`src/design/sfp_pkg.sv`:
```
// shared types and character codes for the sensor command frame parser
package sfp_pkg;

  localparam int unsigned ByteW   = 8;
  localparam int unsigned FieldW  = 2;
  localparam int unsigned DigitW  = 4;
  localparam int unsigned AccW    = 10;
  localparam int unsigned OutW    = 8;

  // frame characters
  localparam logic [ByteW-1:0] ChStart = 8'h23;  // '#'
  localparam logic [ByteW-1:0] ChEnd   = 8'h21;  // '!'
  localparam logic [ByteW-1:0] ChZero  = 8'h30;  // '0'
  localparam logic [ByteW-1:0] ChNine  = 8'h39;  // '9'
  localparam logic [ByteW-1:0] ChA     = 8'h41;
  localparam logic [ByteW-1:0] ChP     = 8'h50;
  localparam logic [ByteW-1:0] ChL     = 8'h4C;
  localparam logic [ByteW-1:0] ChR     = 8'h52;
  localparam logic [ByteW-1:0] ChT     = 8'h54;
  localparam logic [ByteW-1:0] ChH     = 8'h48;
  localparam logic [ByteW-1:0] ChC     = 8'h43;

  localparam logic [AccW-1:0] MaxSum = 10'd255;

  // result status
  localparam logic [FieldW-1:0] StTaken    = 2'd0;
  localparam logic [FieldW-1:0] StComplete = 2'd1;
  localparam logic [FieldW-1:0] StRejected = 2'd2;

  // command kinds
  localparam logic [FieldW-1:0] CmdReadAll  = 2'd0;
  localparam logic [FieldW-1:0] CmdReadOne  = 2'd1;
  localparam logic [FieldW-1:0] CmdList     = 2'd2;
  localparam logic [FieldW-1:0] CmdResetHis = 2'd3;

  // sensors
  localparam logic [FieldW-1:0] SenNone = 2'd0;
  localparam logic [FieldW-1:0] SenTemp = 2'd1;
  localparam logic [FieldW-1:0] SenHum  = 2'd2;
  localparam logic [FieldW-1:0] SenCo2  = 2'd3;

  typedef enum logic [2:0] {
    PS_IDLE = 3'd0,
    PS_HASH = 3'd1,
    PS_CMD  = 3'd2,
    PS_SENS = 3'd3,
    PS_D1   = 3'd4,
    PS_D2   = 3'd5,
    PS_D3   = 3'd6
  } parse_state_t;

endpackage

```
`src/design/sensor_command_frame_parser.sv`:
```
// top level of the sensor command frame parser
//
//  channel | dir | fields (tdata, low bit up)
//  s_*     | in  | rx_byte[7:0]
//  m_*     | out | status[1:0], command_kind[3:2], sensor[5:4], zero[7:6]
//
// one byte per cycle sustained while results are taken; a request's result passes through
// the input register, then parse logic into the result register.
// rst clears the parser state and both valid flags.
// a stall on m_tready holds the result and backs up into the input register;
// s_tready drops only when both registers are full and the result is not taken.
module sensor_command_frame_parser (
  input  logic                     clk,
  input  logic                     rst,
  input  logic                     s_tvalid,
  output logic                     s_tready,
  input  logic [sfp_pkg::ByteW-1:0] s_tdata,  // rx_byte[7:0]
  output logic                     m_tvalid,
  input  logic                     m_tready,
  output logic [sfp_pkg::OutW-1:0]  m_tdata   // status[1:0], command_kind[3:2], sensor[5:4]
);
  import sfp_pkg::*;

  // input register
  logic             in_valid;
  logic [ByteW-1:0] in_byte;

  // parser state
  parse_state_t      state, state_next;
  logic [FieldW-1:0] command_reg, command_reg_next;
  logic [FieldW-1:0] sensor_reg, sensor_reg_next;
  logic [ByteW-1:0]  running_sum, running_sum_next;
  logic [ByteW-1:0]  digit_value, digit_value_next;

  // result register
  logic              out_valid;
  logic [FieldW-1:0] out_status, out_kind, out_sensor;
  logic [FieldW-1:0] res_status, res_kind, res_sensor;

  logic              advance;
  logic              is_digit;
  logic              sensor_hit;
  logic [FieldW-1:0] sensor_code;
  logic              cmd_hit;
  logic [FieldW-1:0] cmd_code;
  logic [DigitW-1:0] digit;
  logic [AccW-1:0]   acc;

  assign advance  = !out_valid || m_tready;
  assign s_tready = !in_valid || advance;

  assign is_digit = (in_byte >= ChZero) && (in_byte <= ChNine);
  assign digit    = DigitW'(in_byte - ChZero);
  // value*10 + digit as shifts and adds
  assign acc = AccW'({digit_value, 3'b000}) + AccW'({digit_value, 1'b0}) + AccW'(digit);

  always_comb begin
    cmd_hit  = 1'b1;
    cmd_code = CmdReadAll;
    case (in_byte)
      ChA:     cmd_code = CmdReadAll;
      ChP:     cmd_code = CmdReadOne;
      ChL:     cmd_code = CmdList;
      ChR:     cmd_code = CmdResetHis;
      default: cmd_hit  = 1'b0;
    endcase
  end

  always_comb begin
    sensor_hit  = 1'b1;
    sensor_code = SenNone;
    case (in_byte)
      ChT:     sensor_code = SenTemp;
      ChH:     sensor_code = SenHum;
      ChC:     sensor_code = SenCo2;
      default: sensor_hit  = 1'b0;
    endcase
  end

  // next state
  always_comb begin
    state_next       = state;
    command_reg_next = command_reg;
    sensor_reg_next  = sensor_reg;
    running_sum_next = running_sum;
    digit_value_next = digit_value;
    if (in_byte == ChStart) begin
      state_next       = PS_HASH;
      command_reg_next = CmdReadAll;
      sensor_reg_next  = SenNone;
      running_sum_next = '0;
      digit_value_next = '0;
    end else if (in_byte == ChEnd) begin
      state_next = PS_IDLE;
    end else begin
      case (state)
        PS_HASH: begin
          if (cmd_hit) begin
            command_reg_next = cmd_code;
            running_sum_next = running_sum + in_byte;
            state_next       = PS_CMD;
          end else begin
            state_next = PS_IDLE;
          end
        end
        PS_CMD: begin
          // A takes no sensor letter, P needs one
          if (sensor_hit && command_reg != CmdReadAll) begin
            sensor_reg_next  = sensor_code;
            running_sum_next = running_sum + in_byte;
            state_next       = PS_SENS;
          end else if (is_digit && command_reg != CmdReadOne) begin
            digit_value_next = ByteW'(digit);
            state_next       = PS_D1;
          end else begin
            state_next = PS_IDLE;
          end
        end
        PS_SENS: begin
          if (is_digit) begin
            digit_value_next = ByteW'(digit);
            state_next       = PS_D1;
          end else begin
            state_next = PS_IDLE;
          end
        end
        PS_D1: begin
          if (is_digit) begin
            digit_value_next = acc[ByteW-1:0];
            state_next       = PS_D2;
          end else begin
            state_next = PS_IDLE;
          end
        end
        PS_D2: begin
          if (is_digit && acc <= MaxSum) begin
            digit_value_next = acc[ByteW-1:0];
            state_next       = PS_D3;
          end else begin
            state_next = PS_IDLE;
          end
        end
        default: state_next = PS_IDLE;
      endcase
    end
  end

  // result fields
  always_comb begin
    res_status = StTaken;
    res_kind   = CmdReadAll;
    res_sensor = SenNone;
    if (in_byte != ChStart && in_byte == ChEnd) begin
      if (state == PS_D3 && running_sum == digit_value) begin
        res_status = StComplete;
        res_kind   = command_reg;
        res_sensor = sensor_reg;
      end else begin
        res_status = StRejected;
      end
    end
  end

  always_ff @(posedge clk) begin
    if (rst) begin
      in_valid    <= 1'b0;
      out_valid   <= 1'b0;
      state       <= PS_IDLE;
      command_reg <= CmdReadAll;
      sensor_reg  <= SenNone;
      running_sum <= '0;
      digit_value <= '0;
    end else begin
      if (s_tready) begin
        in_valid <= s_tvalid;
      end
      if (advance) begin
        out_valid <= in_valid;
      end
      if (advance && in_valid) begin
        state       <= state_next;
        command_reg <= command_reg_next;
        sensor_reg  <= sensor_reg_next;
        running_sum <= running_sum_next;
        digit_value <= digit_value_next;
      end
    end
  end

  always_ff @(posedge clk) begin
    if (s_tready && s_tvalid) begin
      in_byte <= s_tdata;
    end
    if (advance && in_valid) begin
      out_status <= res_status;
      out_kind   <= res_kind;
      out_sensor <= res_sensor;
    end
  end

  assign m_tvalid = out_valid;
  assign m_tdata  = {2'b00, out_sensor, out_kind, out_status};

endmodule

```
`config.mk`:
```
export PLATFORM = sky130hd
export DESIGN_NAME = sensor_command_frame_parser
export DESIGN_NICKNAME = d
export VERILOG_FILES = /design/src/design/sfp_pkg.sv /design/src/design/sensor_command_frame_parser.sv
export SDC_FILE = /design/constraint.sdc
export NUM_CORES = 1
export LEC_CHECK = 0
export ABC_AREA = 1
export BUFFER_PORTS_ARGS = -buffer_cell sky130_fd_sc_hd__buf_4
export CAP_MARGIN = 20
export CELL_PAD_IN_SITES_DETAIL_PLACEMENT = 0
export CELL_PAD_IN_SITES_GLOBAL_PLACEMENT = 2
export CORE_MARGIN = 2
export CORE_UTILIZATION = 35
export DETAILED_ROUTE_END_ITERATION = 7
export GPL_ROUTABILITY_DRIVEN = 0
export PLACE_DENSITY_LB_ADDON = 0.12
export SETUP_SLACK_MARGIN = 0.5
export SLEW_MARGIN = 20
export SYNTH_ARGS = -nofsm -noshare
export SYNTH_HDL_FRONTEND = slang
export SYNTH_SLANG_ARGS = --single-unit
```
`constraint.sdc`:
```
create_clock -name clk -period 3.2 [get_ports clk]
set_input_delay 0.96 -clock clk [delete_from_list [all_inputs] [get_ports clk]]
set_output_delay 0.96 -clock clk [all_outputs]
set_load 0.03 [all_outputs]
```
; After elaboration in Yosys (flattened, before gate mapping)
; Index checks and enable logic that the tools add are counted.
[op_classes]
n_bitwise = 0
n_reduce_logical = 26
mux = 35
div = 0
magnitude_cmp = 3
n_shift = 0
n_eq_ne = 26
mul = 0
n_addsub = 4
[ops]
columns = operator, count
row1 = $mux 8, 11
row2 = $eq 8x7->1 const B, 7
row3 = $pmux 8 s4, 1
row4 = $mux 3, 7
row5 = $ne 3x3->1 const B, 7
row6 = $mux 2, 10
row7 = $eq 8x6->1 const B, 2
row8 = $pmux 8 s2, 1
row9 = $pmux 3 s5, 1
row10 = $pmux 2 s3, 2
row11 = $add 10x4->10, 1
row12 = $add 10x9->10, 1
row13 = $le 10x8->1 const B, 1
row14 = $reduce_bool 2->1, 5
row15 = $eq 3x3->1 const B, 3
row16 = $add 8x8->8, 1
row17 = $eq 8x8->1, 1
row18 = $ge 8x6->1 const B, 1
row19 = $le 8x6->1 const B, 1
row20 = $logic_and 1x1->1, 8
row21 = $ne 8x6->1 const B, 1
row22 = $reduce_and 4->1, 2
row23 = $reduce_and 8->1, 1
row24 = $eq 3x2->1 const B, 2
row25 = other kinds (13), 16
[totals]
rom_bits = 0
ram_bits = 0
input_bits = 12
reg_bits = 39
output_inout_bits = 10
elab_cells = 105
memories = 0
latch_bits = 0

; Depth between registers and ports, before layout
[logic_depth]
word_depth = 8
mapped_depth = 18
mapped_depth_nobuf = 17

; Least setup slack after synthesis
; No wires, ideal clock.
[synth_path]
path_type = register -> register
startpoint = register in_byte[3]
endpoint = register digit_value[7]
stages_incl_launch_ff = 15
t_required_ns = 3.085
t_arrival_ns = 2.360
period_less_slack_ns = 2.475
setup_slack_ns = 0.725
n_path_buf = 1
setup_ns = 0.115
path_cell_list = edfxtp_1 -> inv_1 -> fa_1 -> fa_1 -> nor3_1 -> nor2_1 -> nor2_1 -> nor2_2 -> nand2_2 -> nand2_4 -> nand2_2 -> buf_6 -> nand3_2 -> nand2_1 -> nor2_1
[synth_between]
elab_chain_cells = 6
word_cells_on_any_way = 29
classes_between = add/sub: 2 / order compare: 3 / eq/ne: 11 / mux: 6 / reduce/logical: 7
[synth_lines]
columns = element, line
row1 = from (decl), sensor_command_frame_parser.sv:26  ; logic [ByteW-1:0] in_byte;
row2 = from (signal assigned), sensor_command_frame_parser.sv:192  ; in_byte <= s_tdata;
row3 = $sub 4x1->4 / $eq 8x7->1 (equally long branches), "sensor_command_frame_parser.sv:53, sensor_command_frame_parser.sv:72"
row4 = $add 10x4->10 / $reduce_or 3->1 (equally long branches), --
row5 = $le 10x8->1 (tied with other cells), sensor_command_frame_parser.sv:136  ; if (is_digit && acc <= MaxSum) begin
row6 = $logic_and 1x1->1 (tied with other cells), sensor_command_frame_parser.sv:136
row7 = $ne 3x3->1 (no line) / $mux 8 (equally long branches), --
row8 = $reduce_and 8->1 (no line) / $mux 8 (equally long branches), --
row9 = to (signal assigned), sensor_command_frame_parser.sv:185  ; digit_value <= digit_value_next;
row10 = to (decl), sensor_command_frame_parser.sv:33  ; logic [ByteW-1:0] digit_value, digit_value_next;
; Several ways; a longest one is shown, not always the timed one. The select of a mux whose other input is x is not followed.
; A chain may end at the register's enable or synchronous reset.

; Final worst setup path
[layout_path]
startpoint = register digit_value[0]
endpoint = register digit_value[1]
[layout_between]
elab_chain_cells = 6
word_cells_on_any_way = 11
classes_between = add/sub: 2 / order compare: 1 / eq/ne: 1 / mux: 5 / reduce/logical: 2
[layout_lines]
columns = element, line
row1 = $add 10x9->10 (*), sensor_command_frame_parser.sv:55  ; assign acc = AccW'({digit_value, 3'b000}) + AccW'({digit_value, 1'b0}) + AccW'(digit);
row2 = $add 10x4->10 (*), sensor_command_frame_parser.sv:55
row3 = $le 10x8->1 (tied with other cells), sensor_command_frame_parser.sv:136
row4 = $logic_and 1x1->1 / $pmux 8 s4 (equally long branches), "sensor_command_frame_parser.sv:136, sensor_command_frame_parser.sv:96"
row5 = $ne 3x3->1 (no line) / $mux 8 (equally long branches), --
row6 = $reduce_and 8->1 (no line) / $mux 8 (equally long branches), --
; Every way passes the cells marked *; elsewhere a longest branch is shown, timed or not. The select of a mux whose other input is x is not followed.

==> summary.md <==
| Metric | Value |
|---|---|
| Worst EP required | `3.41 ns` |
| Post-Syn Area per Cell | `7.369 µm²` |
| Vias in the first global route | `2402` |
| Pre-Repair DR Iteration Count | `5` |
| M1 GR Usage | `0.2458` |
| Die Y | `93.45 µm` |
| Yosys cell types | `38` |
| Synth Area in XOR/XNOR | `0.03441` |
| Seq cells post-synth | `39` |
| Synth Area in Compound Gates | `0.1068` |
| Worst Reg-to-Reg Cells | `15` |
| Via density | `4.877` |
| Post-Route Skew | `0.007178 ns` |
| Share of layout cells above drive strength 1 | `0.1411` |
| Placed inst area | `3039 µm²` |
| Drt wl/cell | `13.95 µm` |
| Logic pwr share | `0.081` |
| Die area | `8732 µm²` |
| Residual DRC | `0` |
| Slew headroom | `0.6218` |
| Sum Neg Setup Slack | `0 ns` |
| Wirelength, routed | `7059 µm` |
| Post-synth top cells | `nand2_1 (74), inv_1 (55), nor2_1 (36), nand3_1 (32), a21oi_1 (31)` |
| Hold Path Class | `reg2reg` |
| IO buf count | `19` |
| Status | `complete, no violations` |
| First-pass GRT wire length | `12100 µm` |
| Mux contribution to synthesized area | `0` |
| Power share of the clock group | `0.440` |
| Seq pwr share | `0.478` |
| Most Crowded Layer GR | `met2` |
| Initial Util | `0.3624` |
| Yosys warning count | `0` |
| Clk_lat worst skew | `0.29 ns` |
| Yosys top cell area share | `0.1787` |
| Drt first-iter violations | `87` |
| Final Max Tran Viols | `0` |
| Fmax achieved | `399.9 MHz` |
| CP Capture Type | `flip-flop` |
| Ys async rst share | `0` |
| Top-count cell post-synth | `nand2_1` |
| Synth area leader | `dfxtp_1` |
| Largest fanout on the critical path | `12` |
| CTS max path bufs | `2` |
| Met2 Track Usage GR | `0.2920` |
| Placed cell count | `496` |
| Syn-to-layout area delta | `14.57%` |
| Non-filler cells, final | `506` |
| Die extent in x | `93.45 µm` |
| CTS buffer count | `5` |
| Total power | `1.118 mW` |
| Fin area | `3208 µm²` |
| Mapped Cells | `380` |
| Root Buffer | `clkbuf_8` |
| Met3 Use GR | `0.02498` |
| Via count | `2468` |
| Ant diodes | `0` |
| Switching power total | `250.3 µW` |
| Most area-consuming cells after synthesis | `dfxtp_1 (18%), edfxtp_1 (15%), nand2_1 (9.9%)` |
| Initial antenna violation count | `0` |
| Unrepaired setup endpoints after global routing | `yes` |
| Leakage | `1.479 nW` |
| Ports | `22` |
| CP startpoint kind | `flip-flop` |
| GRT Overall Usage | `0.1773` |
| Final-report hold violation count | `0` |
| Largest net degree at the start of global routing | `22` |
| Arrival time worst endpoint | `2.71 ns` |
| Detailed Place HPWL | `5633 µm` |
| Post-synthesis adder-cell area fraction | `0.1197` |
| Sw Share | `0.2239` |
| Post-layout net count | `440` |
| H-Tree Depth | `2` |
| PD cells | `348.5 nW/µm²` |
| Fin crit share | `0.7815` |
| Post-synthesis sequential area ratio | `0.3289` |
| Registers with the most flip-flops | `digit_value (8), in_byte (8), running_sum (8)` |
| VDD IR max | `204.8 µV` |
| Reg clk slew, reported paths | `0.07 ns` |
| Post-Syn Area | `2800 µm²` |
| Final setup margin | `0.6992 ns` |
| Max-cap viol count | `0` |
| Core Util, Final | `0.4152` |
| Worst-margin pin slew | `0.5621 ns` |
| Post-route ant nets | `0` |
| Cell Int Power | `867.8 µW` |
| WHS | `0.5101 ns` |
| Ys flop type | `dfxtp_1` |
| Synth Area in Simple Gates | `0.3146` |
| Core Footprint | `7727 µm²` |
| TritonCTS clock tree | `done` |
| Pre-CTS WS | `0.4524 ns` |
| Final min period | `2.501 ns` |
| Critical path class | `reg2reg` |
| Hold depth | `2` |
| Largest family of logic cells by synthesized area | `simple AND/OR/NAND/NOR gates` |
| Post-synth EDFFs | `14` |
| GRT overflow | `0` |
| Final setup viols | `0` |
| Clock Sink Count | `39` |
| Num rows | `32` |
-- what timing repair did --
action,in CTS,in global routing
gates cloned,0,0
setup buffers,1,1
hold buffers,0,0
setup endpoints to repair,8,8
resized for setup,0,5
-- power by group through the flow --
stage	combinational, mW	clock [mW]	sequential, mW
3_3_place_gp	0.0868	0	0.548
4_1_cts	0.0893	0.506	0.536
6_report	0.0910	0.492	0.535
3_5_place_dp	0.0868	0	0.549
2_1_floorplan	0.0516	0	0.551
5_1_grt	0.102	0.527	0.537
-- path summary, 6_finish.rpt --
kind / start / endpoint / slack, ns
worst max register to register: digit_value[0] / digit_value[1] / 0.70
worst min register to register: digit_value[0] / digit_value[0] / 0.51
worst min-delay path: digit_value[0] / digit_value[0] / 0.51
worst max-delay path: digit_value[0] / digit_value[1] / 0.70
-- cell families after synthesis --
| group | Yosys count |
|---|---|
| AO/OA/AOI/OAI | 54 |
| XOR/XNOR | 11 |
| adder cells (fa/ha/maj) | 25 |
| buffers and inverters | 66 |
| flip-flops | 39 |
| other | 1 |
| AND/OR/NAND/NOR | 184 |
-- placed cells by master (no fill, tap or decap), types with 2 or more instances in the layout --
cell type | synthesis | routed
nor2_4 | 2 | 2
bufinv_16 | 0 | 2
inv_1 | 55 | 55
nand2_1 | 74 | 74
ha_1 | 22 | 22
a21oi_1 | 31 | 30
dfxtp_1 | 25 | 24
o21ai_1 | 2 | 2
xnor2_1 | 5 | 5
inv_2 | 4 | 4
conb_1 | 1 | 2
xor2_1 | 6 | 6
nor2_2 | 3 | 3
o21ai_0 | 11 | 11
nor3b_1 | 2 | 2
a21boi_0 | 2 | 2
nand3_2 | 7 | 7
nand3_1 | 32 | 32
nor3_2 | 3 | 3
nand4_1 | 6 | 6
clkbuf_8 | 0 | 5
nor2_1 | 36 | 36
nor4_1 | 3 | 3
buf_4 | 2 | 22
nor3_1 | 9 | 9
edfxtp_1 | 14 | 14
a31oi_1 | 3 | 3
nand2_2 | 4 | 3
fa_1 | 3 | 2
-- metal layers --
| layer | wire, µm | share of wire |
|---|---|---|
| met2 | 3337 | 0.47 |
| met3 | 157 | 0.022 |
| met1 | 3497 | 0.50 |
| met5 | 0 | 0 |
| met4 | 67 | 0.0095 |
-- critical path: stages (launching register included) --
cell and delay [ns]:
dfxtp_1 0.37, inv_1 0.10, fa_1 0.61, inv_1 0.06, ha_1 0.28, nand3_1 0.09
nand2_1 0.10, nand2_1 0.11, nand2_1 0.05, nand2_1 0.05, nand2_1 0.06, nand2_2 0.10
nand2_4 0.09, nand2_8 0.11, nand3_1 0.08, a21oi_1 0.17
-- layout make-up --
| cell class | count | area [µm²] |
|---|---|---|
| timing repair buffer | 22 | 165.2 |
| multi-input combinational | 276 | 1639 |
| clock inverter | 2 | 60.06 |
| clock buffer | 6 | 72.57 |
| fill | 824 | 4519 |
| sequential | 39 | 922.1 |
| tap | 102 | 127.6 |
| inverter | 59 | 221.5 |
No activity file was read; power rests on OpenSTA's default activity.
